**src/rtl/core/hec_pkg.sv**
```systemverilog
package hec_pkg;

  localparam int unsigned MAX_PIXELS = 65536;
  localparam int unsigned NUM_BINS   = 256;
  localparam int unsigned FIFO_DEPTH = 4;

  localparam int unsigned PIX_W = 8;
  localparam int unsigned ENT_W = 16;
  localparam int unsigned TOT_W = 17;

  localparam int unsigned FRAC_W    = 16;
  localparam int unsigned MANT_W    = 31;
  localparam int unsigned QUO_W     = 18;
  localparam int unsigned Q15_ONE   = 32768;
  localparam int unsigned SHARE_DIV = 1000000;

  typedef struct packed {
    logic [PIX_W-1:0] pixel;
    logic             last;
    logic             counted;
  } hec_entry_t;

  typedef struct packed {
    logic clearing;
  } hec_stat_t;

  typedef enum logic [3:0] {
    S_CLR,
    S_ACC,
    S_LN_GO,
    S_LN_WT,
    S_RD,
    S_CHK,
    S_LG_WT,
    S_MUL,
    S_ADD,
    S_DVI,
    S_DIV,
    S_OUT
  } hec_back_state_e;

  typedef enum logic [1:0] {
    LG_IDLE,
    LG_NORM,
    LG_SQ
  } hec_lg_state_e;

endpackage

```
**src/rtl/core/hec_if.sv**
```systemverilog
interface hec_pix_if import hec_pkg::*; ();
  logic             valid;
  logic             ready;
  logic [PIX_W-1:0] pixel;
  logic             last_pixel;

  modport source (output valid, output pixel, output last_pixel, input ready);
  modport sink (input valid, input pixel, input last_pixel, output ready);
endinterface


```
**src/rtl/core/hec_front.sv**
```systemverilog
module hec_front import hec_pkg::*; #(
  parameter int unsigned MaxPixels = MAX_PIXELS
) (
  input  logic       clk_i,
  input  logic       rst_ni,
  hec_pix_if.sink    pix_i,
  input  hec_stat_t  stat_i,
  input  logic       full_i,
  output logic       push_o,
  output hec_entry_t entry_o
);

  localparam int unsigned CW = $clog2(MaxPixels + 1);

  logic [CW-1:0] seen_q, seen_d;
  logic          acc;
  logic          counted;

  assign pix_i.ready = !full_i && !stat_i.clearing;
  assign acc         = pix_i.valid && pix_i.ready;
  assign counted     = seen_q < CW'(MaxPixels);

  assign push_o          = acc;
  assign entry_o.pixel   = pix_i.pixel;
  assign entry_o.last    = pix_i.last_pixel;
  assign entry_o.counted = counted;

  always_comb begin
    seen_d = seen_q;
    if (acc) begin
      if (pix_i.last_pixel) begin
        seen_d = '0;
      end else if (counted) begin
        seen_d = seen_q + 1'b1;
      end
    end
  end

  always_ff @(posedge clk_i or negedge rst_ni) begin
    if (!rst_ni) begin
      seen_q <= '0;
    end else begin
      seen_q <= seen_d;
    end
  end

endmodule

```
**src/flat_wrapper.sv**
```systemverilog
// flat-port wrapper written by rule: the top's interface ports become plain ports
module hec_front_flat import hec_pkg::*;
#(
  parameter int unsigned MaxPixels = MAX_PIXELS
)
  (clk_i, rst_ni, stat_i, full_i, push_o, entry_o, pix_i_valid, pix_i_pixel, pix_i_last_pixel, pix_i_ready);
  hec_pix_if pix_i_i ();
  input  logic clk_i;
  input  logic rst_ni;
  input  hec_stat_t stat_i;
  input  logic full_i;
  output logic push_o;
  output hec_entry_t entry_o;
  input wire logic [$bits(pix_i_i.valid)-1:0] pix_i_valid;
  input wire logic [$bits(pix_i_i.pixel)-1:0] pix_i_pixel;
  input wire logic [$bits(pix_i_i.last_pixel)-1:0] pix_i_last_pixel;
  output wire logic [$bits(pix_i_i.ready)-1:0] pix_i_ready;
  assign pix_i_i.valid = pix_i_valid;
  assign pix_i_i.pixel = pix_i_pixel;
  assign pix_i_i.last_pixel = pix_i_last_pixel;
  assign pix_i_ready = pix_i_i.ready;
  hec_front #(.MaxPixels(MaxPixels)) u_core (.clk_i(clk_i), .rst_ni(rst_ni), .pix_i(pix_i_i), .stat_i(stat_i), .full_i(full_i), .push_o(push_o), .entry_o(entry_o));
endmodule
```
**config.mk**
```make
export PLATFORM = sky130hd
export DESIGN_NAME = hec_front_flat
export DESIGN_NICKNAME = d
export VERILOG_FILES = /design/src/rtl/core/hec_pkg.sv /design/src/rtl/core/hec_if.sv /design/src/rtl/core/hec_front.sv /design/src/flat_wrapper.sv
export SDC_FILE = /design/constraint.sdc
export NUM_CORES = 1
export LEC_CHECK = 0
export ABC_AREA = 1
export BUFFER_PORTS_ARGS = -buffer_cell sky130_fd_sc_hd__buf_2
export CORE_MARGIN = 2
export CORE_UTILIZATION = 49
export DETAILED_ROUTE_END_ITERATION = 6
export HOLD_SLACK_MARGIN = 0.03
export MAX_ROUTING_LAYER = met4
export PLACE_DENSITY = 0.7
export SYNTH_ARGS = -nofsm -noshare
export SYNTH_HDL_FRONTEND = slang
export SYNTH_SLANG_ARGS = --single-unit
```
**constraint.sdc**
```tcl
create_clock -name clk_i -period 1.6 [get_ports clk_i]
set_input_delay 0.32 -clock clk_i [delete_from_list [all_inputs] [get_ports clk_i]]
set_output_delay 0.32 -clock clk_i [all_outputs]
set_load 0.005 [all_outputs]
```
==> results.md <==
- Leak pwr: 0.580 nW
- Syn_nets: 171
- WP data arrival: 1590 ps
- NumNets Final: ~180
- Cell area after synthesis: ~0.0012 mm2
- CP Class: reg2reg
- GRT overflow: 0
- Final WL: roughly 2200 um
- Async S/R FF share, synth: 100%
- CP Launch Type: register
- P per Cell Area: approximately 710 mW/mm2
- Layout cells sized above 1: around a fifth
- Total GRT Usage: 20.5%
- Peak supply drop: 0.442 mV
- Gp weighted congestion: 0.878
- Outcome: finished, final reports clean
- Commonest non-fill, non-tap cell in the layout: nand2_1
- Dpl hpwl: 1740 um
- Worst endpoint required time: around 1800 ps
- Final core occ: 53.3%
- Synth warn: 0
- CTS clock-pin slew for the worst setup and hold paths: 110 ps
- Multiplexer area fraction after synthesis: 0%
- Synth Area in Simple Gates: between 40% and 50%
- Pin count of the biggest net entering global routing: 18
- Hold Path Class: in2reg
- Die area: 0.00277 mm2
- Synth-to-layout area growth: 2.59%
- Most frequent cells in the layout: nand2_1, nor2_1, dfrtp_1
- Power, Total: between 0.0008 and 0.0009 W
- Post-DP Area: 0.00115 mm2
- Adder-Cell Fraction of Synth Area: 1.08%
- Largest family of logic cells by synthesized area: simple AND/OR/NAND/NOR gates
- Avg WL per Cell: 11.9 um
- Vias in the first global route: roughly 960
- Clk root buf: clkbuf_4
- Final setup viols: 0
- Largest fanout on the critical path: 4
- Largest Register: u_core.seen_q
- Initial DRT Pass Iterations: 4
- Count of different cell masters after synthesis: 25
- Synth area leader: dfrtp_1
- Skew final: 10.1 ps
- Sequential share of the synthesized area: 36.7%
- Global-route wire length before repair: 4060 um
- Port bufs: 9
- Worst slew margin: 74.1%
- Detail Route Antenna Nets: 0
- Synth top area share: 36.7%
- Syn Area/Cell: between 7 and 8 um2
- Initial Utilization: 51.9%
- Vias per cell: 5.06
- Setup_tns: 0 ps
- Core area: 0.00223 mm2
- Final Cell Area: 0.00119 mm2
- Largest cells by area after synthesis: dfrtp_1, nand2_1, nor2_1
- Tmin final: 1390 ps
- Synth Area in XOR/XNOR: 0%
- Pins over their slew limit: 0
- Post-synth top flop: dfrtp_1
- Crit share post-route: 86.8%
- Post-synthesis register bit count: 17
- Max-cap violations: 0
- Hold Fails Final Rpt: 0
- CP Capture Type: register
- DRC Markers: 0
- # fillers: 229
- I/O pin cnt: 26
- Initial drt markers: 32
- Max reg flops: 17
- Die width: 52.7 um
- Clock Latency Late Sink: 300 ps
- Post-synth EDFFs: 0
- DR vias: 947
- Synth Area in Compound Gates: 5.07%
- CTS max path bufs: 2
- Count of cells resized by post-cts repair: 0
- Regs by FF count: u_core.seen_q: 17 flops
- Initial antenna violation count: 0
- Cts bufs inserted: 3
- Die height: 52.7 um
- Ant. Diodes: 0
- # rows: 17
- RSZ-0062 raised after global routing: no
- Post-CTS setup buffer count: 0
- H-tree levels: 1
- CTS tree: done
- Hold buffers post-CTS: 1
- Clk sinks: 17
- Fmax: just over 700 MHz
- Syn Inst Count: 156
- Slew @ Worst Pin: a little under 400 ps
## power by group
| group | internal [W] | switching [W] | leakage [nW] |
|---|---|---|---|
| Clock | 0.0000971 | 0.000138 | 0.0150 |
| Combinational | 0.0000410 | 0.0000744 | 0.332 |
| Sequential | 0.000457 | 0.0000338 | 0.233 |
## cell families (layout without fill, tap and decap cells)
| group | count (synthesis) | in the layout |
|---|---|---|
| compound gates | 11 | 11 |
| flops | 17 | 17 |
| simple gates | 98 | 98 |
| buf+inv | 29 | 32 |
| fa+ha+maj | 1 | 1 |
## stage by stage
| stage | hold slack [ps] | cells | worst slack [ps] |
|---|---|---|---|
| after floorplan | 24.4 | 156 | 371 |
| after global placement | 267 | 182 | 271 |
| after detailed placement | 267 | 182 | 246 |
| after CTS | 319 | 187 | 217 |
| after global routing | 338 | 187 | 40.6 |
| final | 319 | 187 | 211 |
## worst max-delay path, cell delays in order (launching register included)
cell     delay, ps
dfrtp_1        420
ha_1           240
nand2_1        110
nor2_4         120
nand2_1        100
nor2_2         140
nand2_1         60
nand2_1         50
nor2_1          40
## final timing paths
check | start | endpoint | slack [ps] | depth (start not counted)
worst max-delay path | u_core.seen_q[1]$_DFFE_PN0P_ | u_core.seen_q[8]$_DFFE_PN0P_ | 210 | 8
worst min-delay path | pix_i_last_pixel | u_core.seen_q[0]$_DFFE_PN0P_ | 320 | 4
worst max register to register | u_core.seen_q[1]$_DFFE_PN0P_ | u_core.seen_q[8]$_DFFE_PN0P_ | 210 | 8
worst min register to register | u_core.seen_q[14]$_DFFE_PN0P_ | u_core.seen_q[14]$_DFFE_PN0P_ | 550 | 2
max in group asynchronous | rst_ni | u_core.seen_q[5]$_DFFE_PN0P_ | 840 | 2
min in group asynchronous | rst_ni | u_core.seen_q[2]$_DFFE_PN0P_ | 470 | 2
## metal layers
metal / track usage (%) / vias to the layer above / share of wire (%)
li1: - / 484 / -
met1: 24.7 / 425 / 46
met2: 32.7 / 29 / 47
met3: 3.71 / 9 / 5.1
met4: 10.7 / 0 / 2.4
met5: - / - / 0
## cell usage after synthesis, types with 2 or more instances
library cell  count
nor2_2            2
a21oi_1           8
inv_2             4
buf_4            10
dfrtp_1          17
nand2_1          35
nor2_1           26
inv_1            13
nand3_1          12
nor3_1            5
nand2_2           4
nor2_4            7
## area by class of cell
type,count,area (um2),share of cell area [%]
repair buffers,10,55.1,4.63
well taps,28,35.0,2.94
clock buffers,4,26.3,2.21
multi-input cells,110,581,48.8
flip-flops and latches,17,425,35.8
inverters,18,67.6,5.68
No activity file was read; power rests on OpenSTA's default activity.
