--- src/rtl/core/hec_pkg.sv ---
package hec_pkg;

  localparam int unsigned MAX_PIXELS = 65536;
  localparam int unsigned NUM_BINS   = 256;
  localparam int unsigned FIFO_DEPTH = 4;

  localparam int unsigned PIX_W = 8;
  localparam int unsigned ENT_W = 16;
  localparam int unsigned TOT_W = 17;

  localparam int unsigned FRAC_W    = 16;
  localparam int unsigned MANT_W    = 31;
  localparam int unsigned QUO_W     = 18;
  localparam int unsigned Q15_ONE   = 32768;
  localparam int unsigned SHARE_DIV = 1000000;

  typedef struct packed {
    logic [PIX_W-1:0] pixel;
    logic             last;
    logic             counted;
  } hec_entry_t;

  typedef struct packed {
    logic clearing;
  } hec_stat_t;

  typedef enum logic [3:0] {
    S_CLR,
    S_ACC,
    S_LN_GO,
    S_LN_WT,
    S_RD,
    S_CHK,
    S_LG_WT,
    S_MUL,
    S_ADD,
    S_DVI,
    S_DIV,
    S_OUT
  } hec_back_state_e;

  typedef enum logic [1:0] {
    LG_IDLE,
    LG_NORM,
    LG_SQ
  } hec_lg_state_e;

endpackage

--- src/rtl/core/hec_fifo.sv ---
module hec_fifo import hec_pkg::*; #(
  parameter int unsigned Depth = FIFO_DEPTH
) (
  input  logic       clk_i,
  input  logic       rst_ni,
  input  logic       push_i,
  input  hec_entry_t entry_i,
  output logic       full_o,
  input  logic       pop_i,
  output logic       valid_o,
  output hec_entry_t entry_o
);

  localparam int unsigned PtrW = (Depth > 1) ? $clog2(Depth) : 1;
  localparam int unsigned CntW = $clog2(Depth + 1);

  hec_entry_t      slot_q [Depth];
  logic [PtrW-1:0] wptr_q, wptr_d, rptr_q, rptr_d;
  logic [CntW-1:0] cnt_q, cnt_d;

  assign full_o  = cnt_q == CntW'(Depth);
  assign valid_o = cnt_q != '0;
  assign entry_o = slot_q[rptr_q];

  always_comb begin
    wptr_d = wptr_q;
    rptr_d = rptr_q;
    cnt_d  = cnt_q;
    if (push_i) begin
      wptr_d = (wptr_q == PtrW'(Depth - 1)) ? '0 : wptr_q + 1'b1;
    end
    if (pop_i) begin
      rptr_d = (rptr_q == PtrW'(Depth - 1)) ? '0 : rptr_q + 1'b1;
    end
    if (push_i && !pop_i) begin
      cnt_d = cnt_q + 1'b1;
    end else if (pop_i && !push_i) begin
      cnt_d = cnt_q - 1'b1;
    end
  end

  always_ff @(posedge clk_i) begin
    if (push_i) begin
      slot_q[wptr_q] <= entry_i;
    end
  end

  always_ff @(posedge clk_i or negedge rst_ni) begin
    if (!rst_ni) begin
      wptr_q <= '0;
      rptr_q <= '0;
      cnt_q  <= '0;
    end else begin
      wptr_q <= wptr_d;
      rptr_q <= rptr_d;
      cnt_q  <= cnt_d;
    end
  end

endmodule

--- config.mk ---
export PLATFORM = sky130hd
export DESIGN_NAME = hec_fifo
export DESIGN_NICKNAME = d
export VERILOG_FILES = /design/src/rtl/core/hec_pkg.sv /design/src/rtl/core/hec_fifo.sv
export SDC_FILE = /design/constraint.sdc
export NUM_CORES = 1
export LEC_CHECK = 0
export ABC_CLOCK_PERIOD_IN_PS = 2800
export BUFFER_PORTS_ARGS = -buffer_cell sky130_fd_sc_hd__buf_2
export CORE_UTILIZATION = 58
export DETAILED_ROUTE_END_ITERATION = 10
export GPL_TIMING_DRIVEN = 1
export PLACE_DENSITY = 0.9
export SLEW_MARGIN = 5
export SYNTH_ARGS = -nofsm -noshare
export SYNTH_HDL_FRONTEND = slang
export SYNTH_SLANG_ARGS = --single-unit
export TNS_END_PERCENT = 100
--- constraint.sdc ---
create_clock -name clk_i -period 2.8 [get_ports clk_i]
set_input_delay 0.14 -clock clk_i [delete_from_list [all_inputs] [get_ports clk_i]]
set_output_delay 0.14 -clock clk_i [all_outputs]
set_load 0.01 [all_outputs]
==> flow_summary.json, run 1 <==
{
  "outcome": "finished clean",
  "crit_type": "register to output port",
  "routed_wl_um": 2919,
  "drv_slew": 0,
  "hpwl_um": 1870,
  "cp-start-kind": "register",
  "vdd_ir_drop_max_mv": 0.4963,
  "die_x_um": 58.68,
  "die-area_um2": 3443,
  "crit_buf_inv": 1,
  "initial_core_util_pct": 61.02,
  "final_nets": 150,
  "holdPathStages": 1,
  "first_iter_violations": 18,
  "clkLatencyLatePin_ns": 0.35,
  "cts_buffers": 5,
  "syn_avg_cell_area_um2": 20.93,
  "ys_warn_count": 0,
  "fmax_mhz": 481.0,
  "gp_congestion": 0.6647,
  "drc": 0,
  "tightest_slew_ns": 0.6707,
  "wl_per_cell_um": 16.78,
  "fin_skew_ns": 0.01121,
  "cp_data_arrival_time_ns": 1.94,
  "io_pins": 26,
  "cp.depth": 2,
  "synth_cell_types": 18,
  "synth_seq_area_share_pct": 73.88,
  "fin_crit_sh_pct": 74.25,
  "hold_path_class": "input pin to register",
  "dpl_cell_area_um2": 2027,
  "n_antenna_cell": 0,
  "grt_use_total_pct": 19.68,
  "crit_required_ns": 2.66,
  "grt_pass1_wl_um": 4560,
  "cp_cell_sequence": "mux4_1 > buf_2",
  "rows": 20,
  "post_cts_resized": 0,
  "via_per_inst": 5.368,
  "grt_overflow": 0,
  "dp_worst_setup_slack_ns": 1.061,
  "cts-root-buf": "clkbuf_4",
  "synth_cells": 89,
  "relSlewSlack_pct": 55.29,
  "worstRegToRegCells": 3,
  "final_cell_area_um2": 2187,
  "dp_cells": 156,
  "fp.dieH_um": 58.68,
  "antenna_found_initial": 0,
  "drive_gt1_share_pct": 33.08,
  "path_max_fanout": 13,
  "cts_max_level": 2,
  "ant_nets": 0,
  "syn_nets": 110,
  "area_growth_pct": 17.39,
  "ys_seq_elements": 47,
  "path_clk_slew_ns": 0.11,
  "cpPeakStageDelay_ns": 0.79,
  "netlist_area_um2": 1863,
  "end_kind": "output port",
  "max-clock-path-buffers": 2,
  "powerDensity_nw_per_um2": 880.2,
  "fillers": 212,
  "cp_top_family": "flip-flops",
  "max_cap_viol_count": 0,
  "min_period_ns": 2.079,
  "cpMaxStageDelayCell": "dfrtp_1",
  "cts_tree": "yes",
  "setup_ws_ns": 0.7210,
  "core_area_um2": 3053,
  "first_pass_iters": 4,
  "setup_violations": 0,
  "dr_total_vias": 934,
  "fin_util_pct": 71.64,
  "grt_setup_unrepaired": "false",
  "hold_viol": 0,
  "grt_pass1_vias": 965,
  "tns_ns": 0,
  "clkSinkCount": 47,
  "grt_start_max_net_pins": 15,
  "final_cells": 174,
  "p_leak_uw": 0.0008173,
  "io_buffers": 25
}
path summary, 6_finish.rpt:
kind | slack, ns | to | startpoint
max | 0.72 | entry_o[1] | rptr_q[0]$_DFFE_PN0P_
max reg2reg | 1.29 | slot_q[0][1]$_DFFE_PP_ | wptr_q[0]$_DFFE_PN0P_
max in group asynchronous | 2.48 | rptr_q[0]$_DFFE_PN0P_ | rst_ni
min | 0.01 | slot_q[0][1]$_DFFE_PP_ | entry_i[1]
min in group asynchronous | 0.15 | cnt_q[2]$_DFFE_PN0P_ | rst_ni
min reg2reg | 0.50 | cnt_q[2]$_DFFE_PN0P_ | cnt_q[2]$_DFFE_PN0P_
per-layer routing:
| metal | share of wire (%) | GRT usage [%] |
|---|---|---|
| met5 | 0 | 0 |
| met4 | 1.6 | 8.163 |
| met3 | 3.2 | 6.593 |
| met2 | 55 | 33.66 |
| met1 | 40 | 22.97 |
registers in the layout (all words and copies together), names as in the netlist:
signal,flops
slot_q,40
rptr_q,2
cnt_q,3
wptr_q,2
stage by stage:
| step | total power [uW] | hold slack (ns) |
|---|---|---|
| floorplan | 1432 | -0.1556 |
| global placement | 1584 | -0.01821 |
| detailed placement | 1626 | -0.01363 |
| CTS | 1945 | 0.0002846 |
| global route | 2038 | 0.001673 |
| finish | 1925 | 0.01432 |
logic make-up after synthesis:
family / synth area share, %
xor+xnor: 1.411
buf+inv: 1.678
mux: 14.30
compound gates: 0.5373
flops: 73.88
simple gates: 3.090
fa+ha+maj: 5.104
cells in the final DEF (no fill, tap or decap), types with 3 or more instances in the layout:
cell and instances:
edfxtp_1 40, buf_2 25, dlygate4sd3_1 10, mux4_2 8
dfrtp_1 7, ha_1 6, clkbuf_4 5, inv_1 4
and2_1 4, mux2_2 3, nor2_1 3
layout make-up:
class                   instances  area [um2]  share of cell area [%]
clock inverters                 1       5.005                  0.2288
flip-flops and latches         47        1376                   62.93
repair buffers                 35       225.2                   10.30
inverters                       4       15.01                  0.6865
clock buffers                   7       55.05                   2.517
multi-input cells              36       455.4                   20.82
well taps                      44       55.05                   2.517
synthesized netlist by cell type:
cell / count / area, um2
xnor2_1: 1 / 8.760
ha_1: 6 / 75.07
fa_1: 1 / 20.02
edfxtp_1: 40 / 1201
mux2_2: 3 / 33.78
nor2_1: 3 / 11.26
dfrtp_1: 7 / 175.2
o21ai_0: 2 / 10.01
xor2_1: 2 / 17.52
mux4_1: 2 / 52.55
buf_2: 1 / 5.000
buf_6: 1 / 11.26
and2_1: 4 / 25.02
inv_1: 4 / 15.01
nor3b_1: 1 / 7.510
mux4_2: 8 / 180.2
nand2_1: 2 / 7.510
or3_1: 1 / 6.260
worst register-to-register path, delay by kind of cell, from the launching register on:
kind	cells	cell delay (ns)
fa+ha+maj	1	0.15
flops	1	0.44
simple gates	1	0.47
buf+inv	1	0.11
repair_timing:
item                      CTS  global route
setup buffers               0             0
hold endpoints to repair   36             4
hold buffers                9             1
power by group:
group | leakage [uW] | internal [uW] | switching (uW) | total [uW]
logic | 0.000332 | 311 | 248 | 559
clock network | 0.0000353 | 122 | 195 | 317
registers | 0.000450 | 915 | 135 | 1050
total | 0.000817 | 1350 | 578 | 1930
No activity file was read; power rests on OpenSTA's default activity.
==> run 2: changes to the inputs <==
Settings changed: ABC_CLOCK_PERIOD_IN_PS 2800 to 1700, CORE_UTILIZATION 58 to 50, PLACE_DENSITY 0.9 to 0.84.
Clock period 2.8 ns to 1.7 ns, I/O delays scaled along.
==> run 2 against run 1 <==
  * Sequential cell count unchanged
  * Final cell count rose by 2.9%
  * Clock skew decreased by 0.0060 ns
  * Clock power grew to 2.9 times the previous value
  * Combinational power rose by 93%
  * Setup slack got worse by 0.67 ns
  * Core utilization is 5.2 points lower
  * Via count fell by 1.8%
  * Highest routed layer unchanged
==> flow_summary.json, run 2 (synthesis gave the netlist of run 1 again) <==
{
  "outcome": "finished clean",
  "cpMaxStageDelayCell": "mux4_1",
  "first_iter_violations": 48,
  "n_antenna_cell": 0,
  "cp_cell_sequence": "buf_6 > mux4_1 > buf_2",
  "drive_gt1_share_pct": 38.35,
  "clkLatencyLatePin_ns": 0.29,
  "fin_crit_sh_pct": 97.02,
  "cts_tree": "yes",
  "via_per_inst": 5.123,
  "power.total_uw": 3681,
  "grt_pass1_vias": 975,
  "p_int_uw": 2699,
  "grt_use_total_pct": 17.39,
  "final_cells": 179,
  "grt_start_max_net_pins": 15,
  "area_growth_pct": 22.77,
  "hold_viol": 0,
  "io_buffers": 25,
  "whs_ns": 0.007981,
  "power.switching_uw": 982.0,
  "cts-root-buf": "clkbuf_8",
  "worstHoldStart": "entry_i[1]",
  "die-area_um2": 3974,
  "fmax_mhz": 606.3,
  "ant_nets": 0,
  "path_clk_slew_ns": 0.08,
  "powerDensity_nw_per_um2": 1609,
  "relSlewSlack_pct": 66.86,
  "hold_path_class": "input pin to register",
  "cp-start-kind": "register",
  "setup_violations": 0,
  "drc": 0,
  "cts_buffers": 5,
  "crit_type": "register to output port",
  "r2r_start": "rptr_q[1]$_DFFE_PN0P_",
  "layout_common_cells": "40 x edfxtp_1, 25 x buf_2, 8 x mux4_2",
  "cpPeakStageDelay_ns": 0.54,
  "cts_max_level": 2,
  "min_period_ns": 1.649,
  "vdd_ir_drop_max_mv": 1.004,
  "reg.largest.list": "slot_q: 40 flops, cnt_q: 3 flops",
  "p_leak_uw": 0.0008692,
  "initial_core_util_pct": 54.13,
  "setup_ws_ns": 0.05058,
  "crit_required_ns": 1.62,
  "max_cap_viol_count": 0,
  "clockPowerShare_pct": 25.1,
  "hpwl_um": 1991,
  "grt_overflow": 0,
  "largest_reg_flops": 40,
  "tightest_slew_ns": 0.4971,
  "fillers": 233,
  "cp_data_arrival_time_ns": 1.56,
  "die_x_um": 63.04,
  "fin_skew_ns": 0.005207,
  "antenna_found_initial": 0,
  "core_area_um2": 3442,
  "switching_share_pct": 26.68,
  "routed_wl_um": 2869,
  "worstSetupStartpoint": "rptr_q[0]$_DFFE_PN0P_",
  "rows": 21,
  "p_seq_share_pct": 45.6,
  "pwr-share-comb_pct": 29.3,
  "path_max_fanout": 4,
  "wl_per_cell_um": 16.03,
  "first_pass_iters": 3,
  "grt_pass1_wl_um": 4843,
  "final_nets": 153,
  "dr_total_vias": 917,
  "gp_congestion": 0.7123,
  "top_register": "slot_q",
  "drv_slew": 0,
  "fp.dieH_um": 63.04,
  "dp_worst_setup_slack_ns": 0.2998,
  "clkSinkCount": 47,
  "end_kind": "output port",
  "fin_util_pct": 66.45,
  "dp_cells": 164,
  "max-clock-path-buffers": 2,
  "mostFrequentLayoutCell": "edfxtp_1",
  "io_pins": 26
}
[run 2: metal layers]
metal	vias to the layer above	part of all wire [%]	track usage (%)
li1	435	-	-
met1	454	38	19.69
met2	20	55	29.30
met3	8	4.4	5.657
met4	0	2.8	8.721
met5	-	0	0
[run 2: final cells by class]
cell class / count / area (um2) / area share (%)
Clock inverter: 2 / 60.06 / 2.626
Sequential cell: 47 / 1378 / 60.23
Tap cell: 46 / 57.56 / 2.516
Timing Repair Buffer: 38 / 249.0 / 10.89
Inverter: 4 / 15.01 / 0.6565
Clock buffer: 6 / 72.57 / 3.173
Multi-Input combinational cell: 36 / 455.4 / 19.91
[run 2: final timing paths]
check                                         endpoint  slack, ns  cells past startpoint
worst max-delay path                        entry_o[1]       0.05                      3
worst min-delay path            slot_q[1][1]$_DFFE_PP_      0.008                      1
worst max register to register   rptr_q[1]$_DFFE_PN0P_       0.33                      2
worst min register to register    cnt_q[2]$_DFFE_PN0P_       0.49                      1
max in group asynchronous        rptr_q[0]$_DFFE_PN0P_       1.36                      2
min in group asynchronous         cnt_q[0]$_DFFE_PN0P_       0.16                      2
[run 2: per-stage QoR]
stage	cell area [um2]	TNS (ns)
6_report	2287	0
5_1_grt	2287	-0.003900
4_1_cts	2255	0
3_5_place_dp	2074	0
3_3_place_gp	2074	0
2_1_floorplan	1863	0
[run 2: repair_timing]
item,4_1_cts,5_1_grt
hold buffers,4,2
buffers inserted,1,0
setup endpoints to repair,2,9
resized for setup,0,4
endpoints found under the hold margin,16,8
[run 2: power by group through the flow]
stage	sequential [uW]	combinational, uW	clock (uW)
3_3_place_gp	1680	1010	0
2_1_floorplan	1620	737	0
6_report	1680	1080	924
4_1_cts	1670	1080	947
5_1_grt	1710	1200	996
3_5_place_dp	1700	1050	0
[run 2: critical path: cells and delay by family (launching register included)]
| family | cells | cell delay, ns |
|---|---|---|
| flip-flops | 1 | 0.42 |
| buffers and inverters | 2 | 0.30 |
| multiplexers | 1 | 0.54 |
